`config.mk`:
```
export PLATFORM = sky130hd
export DESIGN_NAME = battery_level_monitor
export DESIGN_NICKNAME = d
export VERILOG_FILES = /design/src/rtl/core/blm_pkg.sv /design/src/rtl/core/battery_level_monitor.sv
export VERILOG_INCLUDE_DIRS = /design/src /design/src/rtl/core
export SDC_FILE = /design/constraint.sdc
export NUM_CORES = 1
export LEC_CHECK = 0
export ABC_AREA = 1
export BUFFER_PORTS_ARGS = -buffer_cell sky130_fd_sc_hd__buf_2
export CORE_ASPECT_RATIO = 0.75
export CORE_UTILIZATION = 64
export CTS_CLUSTER_DIAMETER = 30
export DETAILED_ROUTE_END_ITERATION = 6
export GPL_TIMING_DRIVEN = 0
export HOLD_SLACK_MARGIN = 0.03
export PLACE_DENSITY = 0.89
export SLEW_MARGIN = 25
export SYNTH_ARGS = -nofsm -noshare
export SYNTH_HDL_FRONTEND = slang
export SYNTH_SLANG_ARGS = --single-unit
```
`constraint.sdc`:
```
create_clock -name clk_i -period 9.9 [get_ports clk_i]
set_input_delay 1.98 -clock clk_i [delete_from_list [all_inputs] [get_ports clk_i]]
set_output_delay 1.98 -clock clk_i [all_outputs]
set_load 0.02 [all_outputs]
```
`src/rtl/core/battery_level_monitor_assert.svh`:
```
// ----------------------------------------------------------------------------
// Battery level monitor assertion macros
// Concurrent assertion wrappers clocked on clk_i and disabled in reset.
// ----------------------------------------------------------------------------
`ifndef BATTERY_LEVEL_MONITOR_ASSERT_SVH
`define BATTERY_LEVEL_MONITOR_ASSERT_SVH

`ifndef ASSERT_OFF

// Check that a property holds at every rising edge out of reset
`define BLM_ASSERT(lbl, prop, msg) \
  lbl: assert property (@(posedge clk_i) disable iff (!rst_ni) prop) else $error(msg);

// Check that a condition never occurs out of reset
`define BLM_ASSERT_NEVER(lbl, expr, msg) \
  lbl: assert property (@(posedge clk_i) disable iff (!rst_ni) !(expr)) else $error(msg);

`else

`define BLM_ASSERT(lbl, prop, msg)
`define BLM_ASSERT_NEVER(lbl, expr, msg)

`endif

`endif

```
`src/rtl/core/blm_pkg.sv`:
```
// ----------------------------------------------------------------------------
// Battery level monitor package
// Register indexes, field widths, level codes and sequencer states.
// ----------------------------------------------------------------------------
package blm_pkg;

  // Converter resolution and the shift that turns sample * full_scale into Q16.8
  localparam int unsigned ADC_BITS = 12;
  localparam int unsigned SCALE_SH = ADC_BITS - 8;

  localparam int unsigned CFG_IDX_W = 3;
  localparam int unsigned CFG_DATA_W = 16;
  localparam int unsigned SV_W = 24;
  localparam int unsigned MUL_A_W = 24;
  localparam int unsigned MUL_B_W = 16;
  localparam int unsigned MUL_P_W = MUL_A_W + MUL_B_W;
  localparam int unsigned IN_DATA_W = 16;
  localparam int unsigned OUT_DATA_W = 32;

  // Configuration register indexes
  localparam logic [CFG_IDX_W-1:0] REG_LOW_THR = 3'd0;
  localparam logic [CFG_IDX_W-1:0] REG_CRIT_THR = 3'd1;
  localparam logic [CFG_IDX_W-1:0] REG_FULL_MV = 3'd2;
  localparam logic [CFG_IDX_W-1:0] REG_EMPTY_MV = 3'd3;
  localparam logic [CFG_IDX_W-1:0] REG_ALPHA = 3'd4;
  localparam logic [CFG_IDX_W-1:0] REG_ADC_FS = 3'd5;

  // Register reset values
  localparam logic [15:0] RST_LOW_THR = 16'd3300;
  localparam logic [15:0] RST_CRIT_THR = 16'd3000;
  localparam logic [15:0] RST_FULL_MV = 16'd4200;
  localparam logic [15:0] RST_EMPTY_MV = 16'd3000;
  localparam logic [8:0] RST_ALPHA = 9'd26;
  localparam logic [15:0] RST_ADC_FS = 16'd6600;

  localparam logic [8:0] ALPHA_ONE = 9'd256;
  localparam logic [6:0] PCT_MAX = 7'd100;
  localparam logic [SV_W-1:0] SV_MAX = {SV_W{1'b1}};

  // Item kinds carried on tuser
  localparam logic KIND_SAMPLE = 1'b0;
  localparam logic KIND_FORCE = 1'b1;

  typedef enum logic [1:0] {
    LVL_NORMAL = 2'd0,
    LVL_LOW = 2'd1,
    LVL_CRIT = 2'd2
  } lvl_e;

  typedef enum logic [3:0] {
    ST_IDLE,
    ST_SCALE,
    ST_MIX_NEW,
    ST_MIX_OLD,
    ST_CLASSIFY,
    ST_PCT_SUB,
    ST_PCT_MUL,
    ST_DIV_CHK,
    ST_DIV,
    ST_OUT
  } fsm_e;

endpackage

```
`src/rtl/core/battery_level_monitor.sv`:
```
// A sample transaction passes the scale, filter, classify, percent and divide steps; a force
// transaction skips to the percent steps; a zero or saturated percentage skips the divide.
// No new transaction is taken until the last is loaded for output; the pace is set by the 8-step
// restoring divide and the single 24x16 multiplier shared by scale, filter and percent.
// Reset clears the smoothed voltage, sets the level to normal and loads the
// register defaults; the block is ready in the first cycle after reset.
// ----------------------------------------------------------------------------
// Battery level monitor
// Scales converter samples to millivolts, smooths them with an exponential
// average, classifies the level and reports a clamped charge percentage.
// ----------------------------------------------------------------------------
`include "battery_level_monitor_assert.svh"

module battery_level_monitor (
  input  logic                            clk_i,
  input  logic                            rst_ni,
  // Configuration write port
  input  logic                            cfg_we_i,
  input  logic [blm_pkg::CFG_IDX_W-1:0]   cfg_idx_i,
  input  logic [blm_pkg::CFG_DATA_W-1:0]  cfg_wdata_i,
  // Input stream
  input  logic                            s_axis_tvalid,
  output logic                            s_axis_tready,
  // tdata: adc_sample[11:0], forced_state[13:12], zero fill[15:14]
  input  logic [blm_pkg::IN_DATA_W-1:0]   s_axis_tdata,
  // tuser: kind[0]
  input  logic                            s_axis_tuser,
  // Output stream
  output logic                            m_axis_tvalid,
  input  logic                            m_axis_tready,
  // tdata: voltage_mv[15:0], percent[22:16], power_state[24:23],
  //        state_changed[25], battery_low[26], battery_critical[27], zero fill[31:28]
  output logic [blm_pkg::OUT_DATA_W-1:0]  m_axis_tdata
);
  import blm_pkg::*;

  // Configuration registers
  logic [15:0] low_thr_q, crit_thr_q, full_mv_q, empty_mv_q, adc_fs_q;
  logic [8:0]  alpha_q;

  // Sequencer and datapath registers
  fsm_e              state_q, state_d;
  lvl_e              lvl_q, lvl_d, prev_q, prev_d;
  logic [11:0]       sample_q, sample_d;
  logic [SV_W-1:0]   sv_q, sv_d;
  logic [SV_W-1:0]   nv_q, nv_d;
  logic [31:0]       acc_q, acc_d;
  logic [31:0]       rem_q, rem_d;
  logic [15:0]       den_q, den_d;
  logic [7:0]        quo_q, quo_d;
  logic [2:0]        cnt_q, cnt_d;

  // Output register
  logic              out_vld_q, out_vld_d;
  logic              out_load;
  logic [15:0]       out_mv_q;
  logic [6:0]        out_pct_q;
  lvl_e              out_lvl_q;
  logic              out_chg_q;

  // Shared multiplier
  logic [MUL_A_W-1:0] mul_a;
  logic [MUL_B_W-1:0] mul_b;
  logic [MUL_P_W-1:0] mul_p;
  logic [MUL_P_W-1:0] scaled;

  logic              in_hs;
  logic [8:0]        alpha_c;
  logic [SV_W-1:0]   empty_q8;
  logic [31:0]       div_sh;
  logic [SV_W-1:0]   sv_new;

  assign in_hs = s_axis_tvalid && s_axis_tready;
  assign s_axis_tready = (state_q == ST_IDLE);

  assign alpha_c  = (alpha_q > ALPHA_ONE) ? ALPHA_ONE : alpha_q;
  assign empty_q8 = {empty_mv_q, 8'd0};
  assign mul_p    = MUL_P_W'(mul_a) * MUL_P_W'(mul_b);
  assign scaled   = mul_p >> SCALE_SH;
  assign sv_new   = acc_q[31:8];
  // Divisor (full - empty) in Q16.8 shifted to the current quotient bit
  assign div_sh   = {8'd0, den_q, 8'd0} << cnt_q;

  // Write configuration registers
  always_ff @(posedge clk_i or negedge rst_ni) begin
    if (!rst_ni) begin
      low_thr_q  <= RST_LOW_THR;
      crit_thr_q <= RST_CRIT_THR;
      full_mv_q  <= RST_FULL_MV;
      empty_mv_q <= RST_EMPTY_MV;
      alpha_q    <= RST_ALPHA;
      adc_fs_q   <= RST_ADC_FS;
    end else if (cfg_we_i) begin
      unique case (cfg_idx_i)
        REG_LOW_THR:  low_thr_q  <= cfg_wdata_i;
        REG_CRIT_THR: crit_thr_q <= cfg_wdata_i;
        REG_FULL_MV:  full_mv_q  <= cfg_wdata_i;
        REG_EMPTY_MV: empty_mv_q <= cfg_wdata_i;
        REG_ALPHA:    alpha_q    <= cfg_wdata_i[8:0];
        REG_ADC_FS:   adc_fs_q   <= cfg_wdata_i;
        default: ;
      endcase
    end
  end

  // Hold sequencer state, level and output valid
  always_ff @(posedge clk_i or negedge rst_ni) begin
    if (!rst_ni) begin
      state_q   <= ST_IDLE;
      lvl_q     <= LVL_NORMAL;
      prev_q    <= LVL_NORMAL;
      sv_q      <= '0;
      out_vld_q <= 1'b0;
    end else begin
      state_q   <= state_d;
      lvl_q     <= lvl_d;
      prev_q    <= prev_d;
      sv_q      <= sv_d;
      out_vld_q <= out_vld_d;
    end
  end

  // Datapath registers
  always_ff @(posedge clk_i) begin
    sample_q <= sample_d;
    nv_q     <= nv_d;
    acc_q    <= acc_d;
    rem_q    <= rem_d;
    den_q    <= den_d;
    quo_q    <= quo_d;
    cnt_q    <= cnt_d;
  end

  // Load the output register when the previous result has been taken
  always_ff @(posedge clk_i) begin
    if (out_load) begin
      out_mv_q  <= sv_q[SV_W-1:8];
      out_pct_q <= (quo_q > 8'(PCT_MAX)) ? PCT_MAX : quo_q[6:0];
      out_lvl_q <= lvl_q;
      out_chg_q <= (lvl_q != prev_q);
    end
  end

  // Sequence one transaction through the shared multiplier and subtractor
  always_comb begin
    state_d  = state_q;
    lvl_d    = lvl_q;
    prev_d   = prev_q;
    sample_d = sample_q;
    sv_d     = sv_q;
    nv_d     = nv_q;
    acc_d    = acc_q;
    rem_d    = rem_q;
    den_d    = den_q;
    quo_d    = quo_q;
    cnt_d    = cnt_q;
    mul_a    = '0;
    mul_b    = '0;
    out_load = 1'b0;
    out_vld_d = out_vld_q && !m_axis_tready;

    unique case (state_q)
      ST_IDLE: begin
        if (in_hs) begin
          prev_d   = lvl_q;
          sample_d = s_axis_tdata[11:0];
          if (s_axis_tuser == KIND_SAMPLE) begin
            state_d = ST_SCALE;
          end else begin
            // Ignore the unused level code
            if (s_axis_tdata[13:12] != 2'd3) begin
              lvl_d = lvl_e'(s_axis_tdata[13:12]);
            end
            state_d = ST_PCT_SUB;
          end
        end
      end
      ST_SCALE: begin
        // sample * full_scale * 256 / 2^ADC_BITS, saturated to 24 bits
        mul_a = MUL_A_W'(sample_q);
        mul_b = adc_fs_q;
        nv_d  = (|scaled[MUL_P_W-1:SV_W]) ? SV_MAX : scaled[SV_W-1:0];
        state_d = ST_MIX_NEW;
      end
      ST_MIX_NEW: begin
        mul_a = nv_q;
        mul_b = MUL_B_W'(alpha_c);
        acc_d = mul_p[31:0];
        state_d = ST_MIX_OLD;
      end
      ST_MIX_OLD: begin
        mul_a = sv_q;
        mul_b = MUL_B_W'(ALPHA_ONE - alpha_c);
        acc_d = acc_q + mul_p[31:0];
        state_d = ST_CLASSIFY;
      end
      ST_CLASSIFY: begin
        sv_d = sv_new;
        if (sv_new <= {crit_thr_q, 8'd0}) begin
          lvl_d = LVL_CRIT;
        end else if (sv_new <= {low_thr_q, 8'd0}) begin
          lvl_d = LVL_LOW;
        end else begin
          lvl_d = LVL_NORMAL;
        end
        state_d = ST_PCT_SUB;
      end
      ST_PCT_SUB: begin
        // Percent reads zero for an empty band or a voltage at or below empty
        if ((full_mv_q <= empty_mv_q) || (sv_q <= empty_q8)) begin
          quo_d   = '0;
          state_d = ST_OUT;
        end else begin
          rem_d   = {8'd0, sv_q - empty_q8};
          den_d   = full_mv_q - empty_mv_q;
          state_d = ST_PCT_MUL;
        end
      end
      ST_PCT_MUL: begin
        mul_a = rem_q[SV_W-1:0];
        mul_b = MUL_B_W'(PCT_MAX);
        rem_d = mul_p[31:0];
        state_d = ST_DIV_CHK;
      end
      ST_DIV_CHK: begin
        // Quotient of 256 or more saturates straight away
        if (rem_q >= {den_q, 16'd0}) begin
          quo_d   = 8'(PCT_MAX);
          state_d = ST_OUT;
        end else begin
          quo_d   = '0;
          cnt_d   = 3'd7;
          state_d = ST_DIV;
        end
      end
      ST_DIV: begin
        // Restoring divide, one quotient bit a cycle
        if (rem_q >= div_sh) begin
          rem_d        = rem_q - div_sh;
          quo_d[cnt_q] = 1'b1;
        end
        cnt_d = cnt_q - 3'd1;
        if (cnt_q == 3'd0) begin
          state_d = ST_OUT;
        end
      end
      ST_OUT: begin
        if (!out_vld_q || m_axis_tready) begin
          out_load  = 1'b1;
          out_vld_d = 1'b1;
          state_d   = ST_IDLE;
        end
      end
      default: state_d = ST_IDLE;
    endcase
  end

  assign m_axis_tvalid = out_vld_q;
  assign m_axis_tdata  = {4'd0,
                          (out_lvl_q == LVL_CRIT),
                          (out_lvl_q != LVL_NORMAL),
                          out_chg_q,
                          out_lvl_q,
                          out_pct_q,
                          out_mv_q};

  // Accepted transaction keeps the sequencer busy on the next cycle
  `BLM_ASSERT(a_busy_after_accept, in_hs |=> (state_q != ST_IDLE), "idle right after accept")
  // Reported percentage stays within range
  `BLM_ASSERT(a_pct_range, out_vld_q |-> (out_pct_q <= PCT_MAX), "percent above 100")
  // Force transaction leaves the smoothed voltage alone
  `BLM_ASSERT(a_force_keeps_sv, (in_hs && (s_axis_tuser == KIND_FORCE)) |=> $stable(sv_q), "voltage moved on force")

endmodule

```
==> flow_metrics.env, run 1 <==
export IMPL_cts_sinks=275
export IMPL_std_cell_rows=69
export IMPL_worst_slew_pin_slew_ns=1.038
export IMPL_postCtsHoldBufs=0
export IMPL_gr_total_overflow=0
export IMPL_final_core_util_pct=71.85
export IMPL_critPathCaptureType="flop"
export IMPL_core_region_area_mm2=0.04740
export IMPL_crit_arrival_ns=9.93
export IMPL_antenna_found_initial=3
export IMPL_area_growth_pct=10.61
export IMPL_skew_ns=0.03534
export IMPL_synth_cells=3924
export IMPL_postRouteAntennaNets=0
export IMPL_yosys_register_bits=275
export IMPL_min_path_type="reg2reg"
export IMPL_drc=0
export IMPL_htreeDepth=2
export IMPL_cts_tree="yes"
export IMPL_final_hold_violation_count=0
export IMPL_fillers=3725
export IMPL_final_nets=4739
export IMPL_start_util_pct=64.96
export IMPL_crit_type="reg2reg"
export IMPL_cpMaxStageDelayCell="fa_1"
export IMPL_fmax_ghz=0.1042
export IMPL_via_per_inst=5.891
export IMPL_die_x_um=255.3
export IMPL_cts_buffers=42
export IMPL_setup_violations=0
export IMPL_vias=28343
export IMPL_detailed_place_hpwl_mm=83.30
export IMPL_io_pins=75
export IMPL_cap_violations=0
export IMPL_wirelength_mm=103.2
export IMPL_most_common_layout_cells="nand2_1 (1036), inv_1 (759), fa_1 (308), nor2_1 (282), o21ai_0 (273)"
export IMPL_yosysUniqueCellTypes=60
export IMPL_final_common_cell="nand2_1"
export IMPL_status="complete, no violations"
export IMPL_syn_area_per_cell_um2=7.847
export IMPL_syn_area_mm2=0.03079
export IMPL_place_congestion=1.048
export IMPL_synthFlopType="edfxtp_1"
export IMPL_dieArea_mm2=0.04900
export IMPL_r2r_slack_ns=0.30
export IMPL_grt_pass1_vias=27231
export IMPL_wl_per_cell_um=21.45
export IMPL_portBuffers=68
export IMPL_crit_top_cell="nand2_1"
export IMPL_crit_fanout=10
export IMPL_grt_usage_pct=43.04
export IMPL_maxSlewHeadroom_pct=30.56
export IMPL_post_route_min_period_ns=9.596
export IMPL_worstPathRequired_ns=10.23
export IMPL_grt_pass1_wl_mm=156.1
export IMPL_grt_max_degree=96
export IMPL_clockBufferDepth=3
export IMPL_die_h_um=192.0
export IMPL_clk_latency_ns=0.58
export IMPL_firstDrtPassIters=6
export IMPL_clockRootBuffer="clkbuf_16"
export IMPL_async_flop_share_pct=44.36
export IMPL_drv_slew=0
export IMPL_startpoint_type="flop"
export IMPL_ys_warn_count=0
export IMPL_slowest_delay_ns=0.68
export IMPL_whs_ns=0.4928
export IMPL_drive_gt1_share_pct=8.583
export IMPL_fin_crit_sh_pct=96.92
export IMPL_synth_edf_count=153
export IMPL_grt_setup_unrepaired="true"
export IMPL_clkTransAtPathRegs_ns=0.07
export IMPL_yosysSeqAreaShare_pct=24.97
export IMPL_drt_iter0_markers=4027
logic make-up (layout without fill, tap and decap cells):
logic type,count (synthesis),count (layout),synth area share (%)
xor+xnor,67,67,1.906
fa+ha+maj,561,561,30.33
simple gates,1589,1589,21.55
mux,5,5,0.1625
flops,275,275,24.97
compound gates,551,551,10.03
buf+inv,874,1035,11.02
other cells,2,89,0.02439
layout make-up:
| cell class | count | area [um^2] | area share, % |
|---|---|---|---|
| Clock buffer | 49 | 1151 | 3.380 |
| Antenna cell | 1 | 2.502 | 0.007348 |
| Inverter | 783 | 2942 | 8.637 |
| Buffer | 91 | 467.9 | 1.374 |
| Sequential cell | 275 | 7689 | 22.58 |
| Timing Repair Buffer | 83 | 528.0 | 1.550 |
| Tap cell | 639 | 799.5 | 2.348 |
| Clock inverter | 29 | 299.0 | 0.8781 |
| Multi-Input combinational cell | 2861 | 20180 | 59.25 |
state kept, by name (all words and copies together) (netlist names), 4 cells and up:
name and count:
low_thr_q 16, den_q 16, full_mv_q 16, rem_q 32, sv_q 24, alpha_q 9
out_mv_q 16, acc_q 32, sample_q 12, empty_mv_q 16, out_pct_q 7, nv_q 24
quo_q 8, crit_thr_q 16, state_q 4, adc_fs_q 16
path summary, 6_finish.rpt:
kind                                from              to  depth (start not counted)
max                           state_q[1]       acc_q[31]                         41
min                        crit_thr_q[9]   crit_thr_q[9]                          2
max reg2reg                   state_q[1]       acc_q[31]                         41
min reg2reg                crit_thr_q[9]   crit_thr_q[9]                          2
max in group asynchronous         rst_ni    full_mv_q[3]                          2
min in group asynchronous         rst_ni  crit_thr_q[14]                          1
critical path, delay by kind of cell (launching register included):
family | cells | cell delay (ns)
adders and majority gates | 8 | 3.97
buffers and inverters | 10 | 1.42
xor gates and xnor gates | 1 | 0.51
AOI/OAI and AO/OA | 4 | 0.91
and+or+nand+nor | 18 | 2.04
DFF | 1 | 0.48
per-stage QoR:
stage / area [um^2] / TNS [ns] / instances / setup WS, ns
after floorplan: 31110 / 0 / 4010 / 1.422
after global placement: 32250 / -13.39 / 4717 / -1.319
after detailed placement: 32430 / -0.1398 / 4726 / -0.1077
after CTS: 33900 / 0 / 4804 / 0.02102
after global routing: 34050 / -0.1466 / 4810 / -0.08909
final: 34060 / 0 / 4811 / 0.3045
synthesized netlist by cell type, types with 32 or more instances:
cell type	n	area share [%]
clkbuf_1	40	0.49
o21ai_0	273	4.4
edfxtp_1	153	15
a21oi_1	161	2.6
dfstp_2	33	2.8
xor2_1	40	1.1
buf_2	32	0.52
nor2_1	285	3.5
ha_1	252	10
nand3_1	122	2.0
dfrtp_1	89	7.2
fa_1	309	20
nand2_1	1036	13
inv_1	760	9.3
per-layer routing:
metal,wire length (um),part of all wire [%],vias to the layer above,track usage (%)
li1,-,-,12683,-
met1,40850,40,13288,61.02
met2,40630,39,2023,59.06
met3,17030,17,343,16.56
met4,4609,4.5,6,16.40
met5,58,0.056,-,0
what timing repair did:
item | CTS | global route
gates resized for setup | 2 | 22
setup endpoints to repair | 2 | 12
pin swaps | 0 | 3
setup buffers | 0 | 6
Power of run 1 is not shown: default switching activity piles up to over one toggle a cycle in this logic, so the estimate is an artifact.
==> run 2, diff against run 1 <==
PLACE_DENSITY = default   (was 0.89)
PLACE_DENSITY_LB_ADDON = 0.1   (was default)
==> run 2 against run 1 <==
Effect of this change: via count fell by 2.1%; final cell count barely moved; sequential cell count did not move; first-iteration DRC count fell by 12%; sequential share of layout area barely moved; global-route usage fell by 1.4 points; routed wire length fell by 3.1%; maximum frequency fell by 0.15%; non-clock buffer count did not move; die area did not move; clock skew rose by 0.00092 ns; largest cell class unchanged.
==> flow_metrics.env, run 2 (synthesis gave the netlist of run 1 again) <==
export IMPL_setup_violations=0
export IMPL_diodes=0
export IMPL_startpoint_type="flop"
export IMPL_clockRootBuffer="clkbuf_16"
export IMPL_slowest_delay_ns=0.64
export IMPL_detailed_place_hpwl_mm=82.07
export IMPL_maxSlewHeadroom_pct=36.26
export IMPL_stdcell_count=4810
export IMPL_wirelength_mm=100.0
export IMPL_clockBufferDepth=3
export IMPL_grt_usage_pct=41.62
export IMPL_clk_latency_ns=0.57
export IMPL_dp_cells=4727
export IMPL_worst_slew_pin_slew_ns=0.9493
export IMPL_skew_ns=0.03626
export IMPL_wl_per_cell_um=20.79
export IMPL_fmax_ghz=0.1041
export IMPL_drc=0
export IMPL_cts_tree="yes"
export IMPL_drt_iter0_markers=3549
export IMPL_drive_gt1_share_pct=8.703
export IMPL_grt_max_degree=94
export IMPL_tns_ns=0
export IMPL_start_util_pct=64.96
export IMPL_place_congestion=1.082
export IMPL_status="complete, no violations"
export IMPL_grt_pass1_vias=25776
export IMPL_min_path_type="reg2reg"
export IMPL_most_common_layout_cells="nand2_1 (1035), inv_1 (759), fa_1 (307), nor2_1 (278), o21ai_0 (273)"
export IMPL_cpMaxStageDelayCell="fa_2"
export IMPL_place_area_mm2=0.03246
export IMPL_crit_type="reg2reg"
export IMPL_final_cell_area_mm2=0.03409
export IMPL_final_hold_violation_count=0
export IMPL_cts_sinks=275
export IMPL_antenna_found_initial=0
export IMPL_final_nets=4739
export IMPL_clkTransAtPathRegs_ns=0.06
export IMPL_gr_total_overflow=0
export IMPL_postRouteAntennaNets=0
export IMPL_worstPathRequired_ns=10.15
export IMPL_std_cell_rows=69
export IMPL_cap_violations=0
export IMPL_fillers=3891
export IMPL_die_h_um=192.0
export IMPL_htreeDepth=2
export IMPL_drv_slew=0
export IMPL_fin_crit_sh_pct=97.07
export IMPL_grt_pass1_wl_mm=150.2
export IMPL_reg_largest_list="acc_q (32), rem_q (32)"
export IMPL_io_pins=75
export IMPL_portBuffers=68
export IMPL_crit_arrival_ns=9.86
export IMPL_via_per_inst=5.766
export IMPL_firstDrtPassIters=7
export IMPL_core_region_area_mm2=0.04740
export IMPL_vias=27735
export IMPL_critPathCaptureType="flop"
export IMPL_final_common_cell="nand2_1"
export IMPL_crit_fanout=10
export IMPL_post_route_min_period_ns=9.610
export IMPL_dieArea_mm2=0.04900
export IMPL_cts_buffers=42
export IMPL_area_growth_pct=10.72
export IMPL_die_x_um=255.3
-- run 2: worst paths after layout --
path / from / end / slack (ns) / cells after the start
worst max-delay path: state_q[0] / acc_q[26] / 0.29 / 38
worst min-delay path: low_thr_q[13] / low_thr_q[13] / 0.49 / 2
worst max register to register: state_q[0] / acc_q[26] / 0.29 / 38
worst min register to register: low_thr_q[13] / low_thr_q[13] / 0.49 / 2
max in group asynchronous: rst_ni / full_mv_q[5] / 7.85 / 2
min in group asynchronous: rst_ni / crit_thr_q[13] / 1.26 / 1
-- run 2: timing repair --
action / CTS / global route
setup endpoints to repair: 5 / 15
setup buffers: 0 / 5
pin swaps: 0 / 3
resized for setup: 3 / 30
hold buffers: 0 / 0
-- run 2: per-stage QoR --
step                      setup WS, ns  util [%]  hold slack (ns)
after CTS                      0.07578     71.47           0.4876
after global placement          -1.348     68.05           0.4646
after detailed placement       -0.1138     68.49           0.4723
after global routing          -0.01926     71.93           0.4954
final                           0.2897     71.93           0.4912
after floorplan                  1.422         -           0.4249
-- run 2: layout make-up --
type | count | area (um^2) | share of cell area (%)
multi-input cells | 2861 | 20220 | 59.31
flip-flops and latches | 275 | 7689 | 22.55
inverters | 783 | 2945 | 8.639
clock buffers | 51 | 1126 | 3.303
well taps | 639 | 799.5 | 2.345
repair buffers | 83 | 573.1 | 1.681
plain buffers | 91 | 469.2 | 1.376
clock inverters | 27 | 270.3 | 0.7927
-- run 2: layer usage --
layer / global-route usage, % / vias to the layer above / part of all wire (%)
li1: - / 12689 / -
met1: 60.42 / 13131 / 41
met2: 56.86 / 1685 / 39
met3: 16.63 / 228 / 16
met4: 11.35 / 2 / 3.1
met5: 1.735 / - / 0.12
-- run 2: critical path: cells and delay by family (launching register included) --
family / cells / cell delay, ns
AO/OA/AOI/OAI: 2 / 0.49
XOR/XNOR: 1 / 0.19
adder cells (fa/ha/maj): 8 / 4.02
buffers and inverters: 9 / 1.47
flip-flops: 1 / 0.57
AND/OR/NAND/NOR: 18 / 2.54
Power of run 2 is left out for the same reason.
